--- src/hw/rtl/wscm_pkg.sv ---
// ----------------------------------------------------------------------------
// WebSocket client frame masker package
// Shared types, constants and helpers for the frame masker front, queue and
// back end.
// ----------------------------------------------------------------------------
package wscm_pkg;

  localparam int unsigned LenW     = 63;
  localparam int unsigned KeyW     = 32;
  localparam int unsigned ByteW    = 8;
  localparam int unsigned InDataW  = 104;  // 103 payload bits padded to bytes
  localparam int unsigned QDepth   = 4;
  localparam int unsigned QAw      = $clog2(QDepth);
  localparam int unsigned QCntW    = $clog2(QDepth + 1);
  localparam int unsigned HdrIdxW  = 4;

  localparam logic [ByteW-1:0] HdrFinText = 8'h81;
  localparam logic [ByteW-1:0] LenMaskBit = 8'h80;
  localparam logic [LenW-1:0]  LenShortMax = 63'd125;
  localparam logic [LenW-1:0]  LenMidMax   = 63'd65535;
  localparam logic [6:0]       LenCode16   = 7'd126;
  localparam logic [6:0]       LenCode64   = 7'd127;

  // Item kinds on the input tuser bit.
  localparam logic KindStart   = 1'b0;
  localparam logic KindPayload = 1'b1;

  typedef enum logic [1:0] {
    LEN_SHORT = 2'd0,
    LEN_MID   = 2'd1,
    LEN_LONG  = 2'd2
  } len_form_e;

  // One queued command: either a whole header or one masked payload byte.
  typedef struct packed {
    logic             is_hdr;
    len_form_e        form;
    logic [LenW-1:0]  len;
    logic [KeyW-1:0]  key;
    logic [ByteW-1:0] data;
    logic             eof;
  } cmd_t;

  typedef struct packed {
    logic full;
    logic empty;
  } q_status_t;

  // Key byte for a phase; phase 0 is the first-sent byte in bits 31:24.
  function automatic logic [ByteW-1:0] key_byte(input logic [KeyW-1:0] key,
                                                input logic [1:0] phase);
    logic [KeyW-1:0] shifted;
    shifted = key << {phase, 3'b000};
    return shifted[KeyW-1 -: ByteW];
  endfunction

endpackage

--- src/hw/rtl/wscm_front.sv ---
// ----------------------------------------------------------------------------
// Frame masker front end
// Accepts input items, tracks key phase and remaining length, masks payload
// bytes and queues one command per item that produces output.
// ----------------------------------------------------------------------------
module wscm_front (
  input  logic                          clk_i,
  input  logic                          rst_ni,
  input  logic                          in_valid_i,
  output logic                          in_ready_o,
  input  logic                          kind_i,
  input  logic [wscm_pkg::LenW-1:0]     payload_length_i,
  input  logic [wscm_pkg::KeyW-1:0]     frame_key_i,
  input  logic [wscm_pkg::ByteW-1:0]    payload_byte_i,
  output logic                          push_o,
  output wscm_pkg::cmd_t                cmd_o,
  input  logic                          q_full_i
);

  logic [wscm_pkg::KeyW-1:0] key_q, key_d;
  logic [1:0]                phase_q, phase_d;
  logic [wscm_pkg::LenW-1:0] left_q, left_d;
  logic                      accept;
  logic                      left_zero;

  assign in_ready_o = !q_full_i;
  assign accept     = in_valid_i && !q_full_i;
  assign left_zero  = (left_q == '0);

  always_comb begin
    key_d    = key_q;
    phase_d  = phase_q;
    left_d   = left_q;
    push_o   = 1'b0;
    cmd_o    = '0;
    if (accept) begin
      if (kind_i == wscm_pkg::KindStart) begin
        key_d       = frame_key_i;
        phase_d     = 2'd0;
        left_d      = payload_length_i;
        push_o      = 1'b1;
        cmd_o.is_hdr = 1'b1;
        cmd_o.len   = payload_length_i;
        cmd_o.key   = frame_key_i;
        cmd_o.eof   = (payload_length_i == '0);
        if (payload_length_i <= wscm_pkg::LenShortMax) begin
          cmd_o.form = wscm_pkg::LEN_SHORT;
        end else if (payload_length_i <= wscm_pkg::LenMidMax) begin
          cmd_o.form = wscm_pkg::LEN_MID;
        end else begin
          cmd_o.form = wscm_pkg::LEN_LONG;
        end
      end else if (!left_zero) begin
        // Bytes beyond the declared length are dropped without a command.
        phase_d    = phase_q + 2'd1;
        left_d     = left_q - wscm_pkg::LenW'(1);
        push_o     = 1'b1;
        cmd_o.data = payload_byte_i ^ wscm_pkg::key_byte(key_q, phase_q);
        cmd_o.eof  = (left_q == wscm_pkg::LenW'(1));
      end
    end
  end

  always_ff @(posedge clk_i or negedge rst_ni) begin
    if (!rst_ni) begin
      key_q   <= '0;
      phase_q <= 2'd0;
      left_q  <= '0;
    end else begin
      key_q   <= key_d;
      phase_q <= phase_d;
      left_q  <= left_d;
    end
  end

endmodule

--- src/hw/rtl/wscm_queue.sv ---
// ----------------------------------------------------------------------------
// Frame masker command queue
// Small first-in first-out buffer of commands between front and back end.
// ----------------------------------------------------------------------------
module wscm_queue (
  input  logic                 clk_i,
  input  logic                 rst_ni,
  input  logic                 push_i,
  input  wscm_pkg::cmd_t       cmd_i,
  input  logic                 pop_i,
  output wscm_pkg::cmd_t       cmd_o,
  output logic                 valid_o,
  output wscm_pkg::q_status_t  status_o
);

  wscm_pkg::cmd_t               slots_q [wscm_pkg::QDepth];
  logic [wscm_pkg::QAw-1:0]     wr_ptr_q, rd_ptr_q;
  logic [wscm_pkg::QCntW-1:0]   count_q, count_d;
  logic                         do_push, do_pop;

  assign status_o.full  = (count_q == wscm_pkg::QCntW'(wscm_pkg::QDepth));
  assign status_o.empty = (count_q == '0);
  assign valid_o        = !status_o.empty;
  assign cmd_o          = slots_q[rd_ptr_q];

  assign do_push = push_i && !status_o.full;
  assign do_pop  = pop_i && !status_o.empty;

  always_comb begin
    count_d = count_q;
    if (do_push && !do_pop) begin
      count_d = count_q + wscm_pkg::QCntW'(1);
    end else if (do_pop && !do_push) begin
      count_d = count_q - wscm_pkg::QCntW'(1);
    end
  end

  always_ff @(posedge clk_i or negedge rst_ni) begin
    if (!rst_ni) begin
      wr_ptr_q <= '0;
      rd_ptr_q <= '0;
      count_q  <= '0;
    end else begin
      count_q <= count_d;
      if (do_push) begin
        wr_ptr_q <= wr_ptr_q + wscm_pkg::QAw'(1);
      end
      if (do_pop) begin
        rd_ptr_q <= rd_ptr_q + wscm_pkg::QAw'(1);
      end
    end
  end

  always_ff @(posedge clk_i) begin
    if (do_push) begin
      slots_q[wr_ptr_q] <= cmd_i;
    end
  end

endmodule

--- src/hw/rtl/wscm_back.sv ---
// ----------------------------------------------------------------------------
// Frame masker back end
// Expands header commands into frame bytes, one per cycle unless the output
// stalls; passes masked payload bytes through and holds the output register.
// ----------------------------------------------------------------------------
module wscm_back (
  input  logic                          clk_i,
  input  logic                          rst_ni,
  input  wscm_pkg::cmd_t                cmd_i,
  input  logic                          cmd_valid_i,
  output logic                          pop_o,
  output logic                          out_valid_o,
  input  logic                          out_ready_i,
  output logic [wscm_pkg::ByteW-1:0]    out_byte_o,
  output logic                          end_of_run_o,
  output logic                          end_of_frame_o
);

  logic [wscm_pkg::HdrIdxW-1:0] idx_q, idx_d;
  logic                         valid_q, valid_d;
  logic [wscm_pkg::ByteW-1:0]   byte_q, byte_d;
  logic                         run_q, run_d;
  logic                         eof_q, eof_d;

  logic                         emit;
  logic [wscm_pkg::HdrIdxW-1:0] ext;
  logic [wscm_pkg::HdrIdxW-1:0] last_idx;
  logic [wscm_pkg::HdrIdxW-1:0] len_k;
  logic [wscm_pkg::HdrIdxW-1:0] key_k;
  logic [63:0]                  len64;
  logic [63:0]                  len_shift;
  logic [wscm_pkg::ByteW-1:0]   hdr_byte;
  logic                         hdr_last;

  assign emit  = cmd_valid_i && (!valid_q || out_ready_i);
  assign len64 = {1'b0, cmd_i.len};
  assign len_k = idx_q - wscm_pkg::HdrIdxW'(2);
  assign key_k = idx_q - wscm_pkg::HdrIdxW'(2) - ext;
  assign len_shift = len64 << {len_k[2:0], 3'b000};
  assign last_idx  = wscm_pkg::HdrIdxW'(5) + ext;
  assign hdr_last  = (idx_q == last_idx);

  // Extended length bytes that follow the second header byte.
  always_comb begin
    unique case (cmd_i.form)
      wscm_pkg::LEN_SHORT: ext = wscm_pkg::HdrIdxW'(0);
      wscm_pkg::LEN_MID:   ext = wscm_pkg::HdrIdxW'(2);
      wscm_pkg::LEN_LONG:  ext = wscm_pkg::HdrIdxW'(8);
      default:             ext = wscm_pkg::HdrIdxW'(0);
    endcase
  end

  always_comb begin
    priority if (idx_q == '0) begin
      hdr_byte = wscm_pkg::HdrFinText;
    end else if (idx_q == wscm_pkg::HdrIdxW'(1)) begin
      unique case (cmd_i.form)
        wscm_pkg::LEN_SHORT: hdr_byte = wscm_pkg::LenMaskBit | {1'b0, cmd_i.len[6:0]};
        wscm_pkg::LEN_MID:   hdr_byte = wscm_pkg::LenMaskBit | {1'b0, wscm_pkg::LenCode16};
        wscm_pkg::LEN_LONG:  hdr_byte = wscm_pkg::LenMaskBit | {1'b0, wscm_pkg::LenCode64};
        default:             hdr_byte = wscm_pkg::LenMaskBit;
      endcase
    end else if (idx_q < wscm_pkg::HdrIdxW'(2) + ext) begin
      if (cmd_i.form == wscm_pkg::LEN_MID) begin
        hdr_byte = len_k[0] ? cmd_i.len[7:0] : cmd_i.len[15:8];
      end else begin
        hdr_byte = len_shift[63 -: 8];
      end
    end else begin
      hdr_byte = wscm_pkg::key_byte(cmd_i.key, key_k[1:0]);
    end
  end

  always_comb begin
    idx_d   = idx_q;
    valid_d = valid_q;
    byte_d  = byte_q;
    run_d   = run_q;
    eof_d   = eof_q;
    pop_o   = 1'b0;
    if (emit) begin
      valid_d = 1'b1;
      if (cmd_i.is_hdr) begin
        byte_d = hdr_byte;
        run_d  = hdr_last;
        eof_d  = hdr_last && cmd_i.eof;
        pop_o  = hdr_last;
        idx_d  = hdr_last ? '0 : idx_q + wscm_pkg::HdrIdxW'(1);
      end else begin
        byte_d = cmd_i.data;
        run_d  = 1'b1;
        eof_d  = cmd_i.eof;
        pop_o  = 1'b1;
      end
    end else if (out_ready_i) begin
      valid_d = 1'b0;
    end
  end

  always_ff @(posedge clk_i or negedge rst_ni) begin
    if (!rst_ni) begin
      idx_q   <= '0;
      valid_q <= 1'b0;
    end else begin
      idx_q   <= idx_d;
      valid_q <= valid_d;
    end
  end

  always_ff @(posedge clk_i) begin
    byte_q <= byte_d;
    run_q  <= run_d;
    eof_q  <= eof_d;
  end

  assign out_valid_o    = valid_q;
  assign out_byte_o     = byte_q;
  assign end_of_run_o   = run_q;
  assign end_of_frame_o = eof_q;

endmodule

--- src/hw/rtl/websocket_client_frame_masker_core.sv ---
// ----------------------------------------------------------------------------
// WebSocket client frame masker
// Builds masked single-fragment client text frames from a start item and a
// stream of payload bytes.
// ----------------------------------------------------------------------------
// A start item produces the 0x81 header, the masked length (6, 8 or 14 bytes
// in all with the four key bytes) at one byte per cycle unless the output
// stalls; each payload item leaves as one masked byte, so payload streams at
// one item per cycle. The back end's output rate of one byte per cycle, when
// not stalled, sets the throughput; a four-entry command queue lets the input
// keep accepting while a header is being sent or the output is stalled.
// Payload bytes beyond the declared length are dropped, making no output item.
module websocket_client_frame_masker_core (
  input  logic         clk_i,
  input  logic         rst_ni,
  input  logic         s_axis_tvalid_i,
  output logic         s_axis_tready_o,
  // payload_length [62:0], frame_key [94:63], payload_byte [102:95], zero [103]
  input  logic [103:0] s_axis_tdata_i,
  // kind [0]
  input  logic         s_axis_tuser_i,
  output logic         m_axis_tvalid_o,
  input  logic         m_axis_tready_i,
  // out_byte [7:0]
  output logic [7:0]   m_axis_tdata_o,
  // end_of_run [0]
  output logic         m_axis_tuser_o,
  // end_of_frame
  output logic         m_axis_tlast_o
);

  logic                 push;
  wscm_pkg::cmd_t       push_cmd;
  wscm_pkg::cmd_t       head_cmd;
  logic                 head_valid;
  logic                 pop;
  wscm_pkg::q_status_t  q_status;

  wscm_front u_front (
    .clk_i            (clk_i),
    .rst_ni           (rst_ni),
    .in_valid_i       (s_axis_tvalid_i),
    .in_ready_o       (s_axis_tready_o),
    .kind_i           (s_axis_tuser_i),
    .payload_length_i (s_axis_tdata_i[62:0]),
    .frame_key_i      (s_axis_tdata_i[94:63]),
    .payload_byte_i   (s_axis_tdata_i[102:95]),
    .push_o           (push),
    .cmd_o            (push_cmd),
    .q_full_i         (q_status.full)
  );

  wscm_queue u_queue (
    .clk_i    (clk_i),
    .rst_ni   (rst_ni),
    .push_i   (push),
    .cmd_i    (push_cmd),
    .pop_i    (pop),
    .cmd_o    (head_cmd),
    .valid_o  (head_valid),
    .status_o (q_status)
  );

  wscm_back u_back (
    .clk_i          (clk_i),
    .rst_ni         (rst_ni),
    .cmd_i          (head_cmd),
    .cmd_valid_i    (head_valid),
    .pop_o          (pop),
    .out_valid_o    (m_axis_tvalid_o),
    .out_ready_i    (m_axis_tready_i),
    .out_byte_o     (m_axis_tdata_o),
    .end_of_run_o   (m_axis_tuser_o),
    .end_of_frame_o (m_axis_tlast_o)
  );

  // The last byte of a frame always closes the run of its item.
  assert property (@(posedge clk_i) disable iff (!rst_ni)
    (m_axis_tvalid_o && m_axis_tlast_o) |-> m_axis_tuser_o)
    else $error("end of frame without end of run");

  // The input stalls only because the queue is full.
  assert property (@(posedge clk_i) disable iff (!rst_ni)
    !s_axis_tready_o |-> q_status.full)
    else $error("input stalled with room in queue");

  assert property (@(posedge clk_i) disable iff (!rst_ni)
    !(q_status.full && q_status.empty))
    else $error("queue both full and empty");

  // A pop always consumes a valid head entry.
  assert property (@(posedge clk_i) disable iff (!rst_ni)
    pop |-> head_valid)
    else $error("pop from empty queue");

endmodule

--- config.mk ---
export PLATFORM = sky130hd
export DESIGN_NAME = websocket_client_frame_masker_core
export DESIGN_NICKNAME = d
export VERILOG_FILES = /design/src/hw/rtl/wscm_pkg.sv /design/src/hw/rtl/wscm_front.sv /design/src/hw/rtl/wscm_queue.sv /design/src/hw/rtl/wscm_back.sv /design/src/hw/rtl/websocket_client_frame_masker_core.sv
export SDC_FILE = /design/constraint.sdc
export NUM_CORES = 1
export LEC_CHECK = 0
export BUFFER_PORTS_ARGS = -buffer_cell sky130_fd_sc_hd__buf_4
export CAP_MARGIN = 5
export CORE_MARGIN = 2
export CORE_UTILIZATION = 35
export DETAILED_ROUTE_END_ITERATION = 6
export SETUP_SLACK_MARGIN = 0.05
export SYNTH_ARGS = -nofsm -noshare
export SYNTH_HDL_FRONTEND = slang
export SYNTH_SLANG_ARGS = --single-unit
--- constraint.sdc ---
create_clock -name clk_i -period 7.23 [get_ports clk_i]
set_clock_uncertainty 0.2 [all_clocks]
set_input_delay 0 -clock clk_i [delete_from_list [all_inputs] [get_ports clk_i]]
set_output_delay 0 -clock clk_i [all_outputs]
set_load 0.02 [all_outputs]
==> results.cfg <==
[pwr]
ir_drop_v = 0.000213
leakage_nw = 10.6
powerDensity_nw_per_um2 = 397

[placed_design]
dp.cells = 2594
dp_hpwl_um = 42200
portBuffers = 119
preCtsSetupSlack_ns = 1.90
routabilityCongestion = 0.896

[worst_setup_path]
reg2reg_to = u_queue.slots_q[1][53]
crit_path_frequent_cell = buf_4
crit_path_cell_trace = inv_1 > ha_1 > or3b_2 > nor3_1 > nand3_4 > o41ai_4 > buf_4 > inv_2 > and2_4 > buf_4 > buf_4
r2r_cells = 11
crit_family = buffers and inverters
slowest_delay_ns = 0.59
ff2ff_setup_slack_ns = 1.82
crit_path_end_kind = flip-flop
r2r_start = u_front.left_q[0]
crit_required_ns = 7.30
path_class = reg2reg
cp_max_fo = 46
cp_slowest_cell = nor3_1
start_kind = flip-flop
crit_buf_inv = 5
cp_data_arrival_time_ns = 5.48

[sta]
layout_min_cycle_time_ns = 5.41
slew_headroom_pct = 21.8
hold_viol_final = 0
rsz0062_at_grt = false
setup-tns-final_ns = 0
slew_viol_final = 0
tightest_slew_ns = 1.16
timing.final.ws_setup_ns = 1.82
finalCritPeriodShare_pct = 74.9
finalSetupViolations = 0
fmax_mhz = 185

[routing]
dr.max_layer_used = met5
vias_per_cell = 5.60
wl_per_cell_um = 23.6
first_pass_iters = 6
dr_wl_met3_um = 3590
wl_um = 67000
drtIter0Drc = 1375
met1_length_um = 27900
drt.antenna.violating_nets = 0
route.detailed.drc = 0
dr_wl_met2_um = 33400
vias = 15900

[job]
drv_cap = 0

[clocking]
htree_num_levels = 2
cts_setup_buffers = 0
cts_resized = 0
cts.clk_slew.worst_paths_ns = 0.07
cts.sinks = 547
clk_latency_ns = 0.61
cts_inserted_buffers = 55
cts_buffer_depth = 3
hold_buffers = 139
cts_tree = yes
root_buffer = clkbuf_16

[finish]
stdcell_count = 2835
utilization_pct = 42.7
area_growth_syn_to_layout_pct = 20.6
fin_nets = 1988
drive_gt1_share_pct = 19.5
diodes = 0

[outcome]
status = finished clean

[min_path]
hold_path_depth = 4
hold_class = in2reg
hold_end = u_front.left_q[9]
hold_start = s_axis_tdata_i[9]

[global_route]
grt_max_degree = 89
grt_pass1_wl_um = 101000
grt_pass1_vias = 16000
overflow = 0
antenna_found_initial = 2
grt_use_total_pct = 18.7

[synthesis]
synth.avg_cell_area_sq_um = 14.9
ys_ff_latch = 547
synth_enable_flop_cells = 438
netlist_instances = 1624
synthArstFlopShare_pct = 19.9
syn_nets = 1753
syn_area_sq_um = 24300
yosys_warnings = 0
ys_types = 81
ys.flop_type = edfxtp_1
yosysSeqAreaShare_pct = 65.4

[floorplan]
fp-row-count = 96
fp.dieH_um = 267
design.die.area_sq_um = 71500
start_util_pct = 35.4
die_w_um = 267
coreArea_sq_um = 68600
num_io_pins = 121
where the power goes:
group	total, W	switching [W]	internal [W]
clock network	0.00280	0.00121	0.00159
logic	0.00395	0.00226	0.00169
registers	0.00488	0.000522	0.00436
tightest hold or removal path, delay by kind of cell:
| kind | cells | cell delay, ns |
|---|---|---|
| buffers and inverters | 2 | 0.65 |
| AND/OR/NAND/NOR | 1 | 0.08 |
| AO/OA/AOI/OAI | 1 | 0.06 |
cell families (layout without fill, tap and decap cells):
family                   after synthesis  in the layout  synth area share, %
adder cells (fa/ha/maj)               20             20                 1.06
multiplexers                         153            153                 11.8
AND/OR/NAND/NOR                      502            502                 11.4
XOR/XNOR                              15             15                0.541
AO/OA/AOI/OAI                        262            262                 7.67
flip-flops                           547            547                 65.4
buffers and inverters                125            405                 2.11
cell usage in the layout, fill, tap and decap left out, types with 17 or more instances in the layout:
cell,netlist,final
a21o_1,38,38
a21oi_1,42,42
a31oi_1,25,25
and3_1,100,100
buf_4,5,143
clkbuf_16,0,56
dfrtp_1,109,107
dlygate4sd3_1,0,138
edfxtp_1,438,438
ha_1,19,19
inv_1,18,17
mux2i_1,38,38
mux4_2,106,106
nand2_1,98,98
nand3_1,53,53
nor2_1,66,66
nor3_1,37,37
nor4_1,31,31
o21ai_0,33,33
or3_1,17,17
or4_1,21,21
metal layers:
metal  track usage (%)  vias to the layer above
met2              31.5                      566
li1                  -                     6966
met4              6.23                        4
met1              25.0                     8234
met3              2.59                      120
met5                 0                        -
registers in the layout, summed over array words and instances (netlist names):
signal	count
u_back.out_byte_o	8
u_front.left_q	63
u_back.out_valid_o	1
u_queue.count_q	3
u_queue.slots_q	428
u_front.phase_q	2
u_queue.rd_ptr_q	2
u_back.end_of_frame_o	1
u_front.key_q	32
u_back.end_of_run_o	1
u_queue.wr_ptr_q	2
u_back.idx_q	4
area by class of cell:
cell class	instances	area, sq um
multi-input combinational	952	7900
sequential	547	15900
inverter	21	78.8
fill	6064	39300
clock buffer	68	1480
timing repair buffer	282	2480
tap	931	1160
clock inverter	34	285
worst max path at each step:
stage	startpoint	to	slack [ns]	cells past startpoint
floorplan	u_front.left_q[0]	u_queue.slots_q[0][0]	2.27	10
global placement	u_front.left_q[0]	u_queue.slots_q[1][48]	2.02	11
detailed placement	u_front.left_q[0]	u_queue.slots_q[1][52]	1.90	11
CTS	u_front.left_q[0]	u_queue.slots_q[1][90]	1.87	11
global route	u_front.left_q[0]	u_queue.slots_q[1][89]	1.57	11
finish	u_front.left_q[0]	u_queue.slots_q[1][53]	1.82	11
metrics by stage:
stage,hold slack (ns),power [W],area [sq um]
2_1_floorplan,-0.496,0.00748,24300
3_3_place_gp,-0.141,0.00872,26100
3_5_place_dp,-0.133,0.00881,26100
4_1_cts,0.00484,0.0117,29300
5_1_grt,0.0228,0.0122,29300
6_report,0.0383,0.0116,29300
cell usage after synthesis (8+ instances only):
cell / count / area, sq um
mux2i_1: 38 / 380
ha_1: 19 / 238
dfrtp_1: 109 / 2730
edfxtp_1: 438 / 13200
a221o_1: 9 / 90.1
nor2_1: 66 / 248
mux2_2: 9 / 101
or2_2: 8 / 50.1
buf_2: 14 / 70.1
a21o_1: 38 / 285
o22ai_1: 11 / 68.8
inv_1: 18 / 67.6
nand4_1: 11 / 68.8
xnor2_1: 13 / 114
and3_1: 100 / 626
nor3_1: 37 / 185
a31oi_1: 25 / 156
a211oi_1: 9 / 67.6
o31ai_1: 8 / 60.1
o21ai_0: 33 / 165
or4_1: 21 / 158
a21oi_1: 42 / 210
clkbuf_1: 69 / 259
buf_1: 15 / 56.3
nand4b_1: 11 / 96.3
nand3_1: 53 / 265
mux4_2: 106 / 2390
nor2b_1: 8 / 50.1
nand2_1: 98 / 368
or3_1: 17 / 106
nor4_1: 31 / 194
and2_1: 11 / 68.8
(Power assumes the default switching activity.)
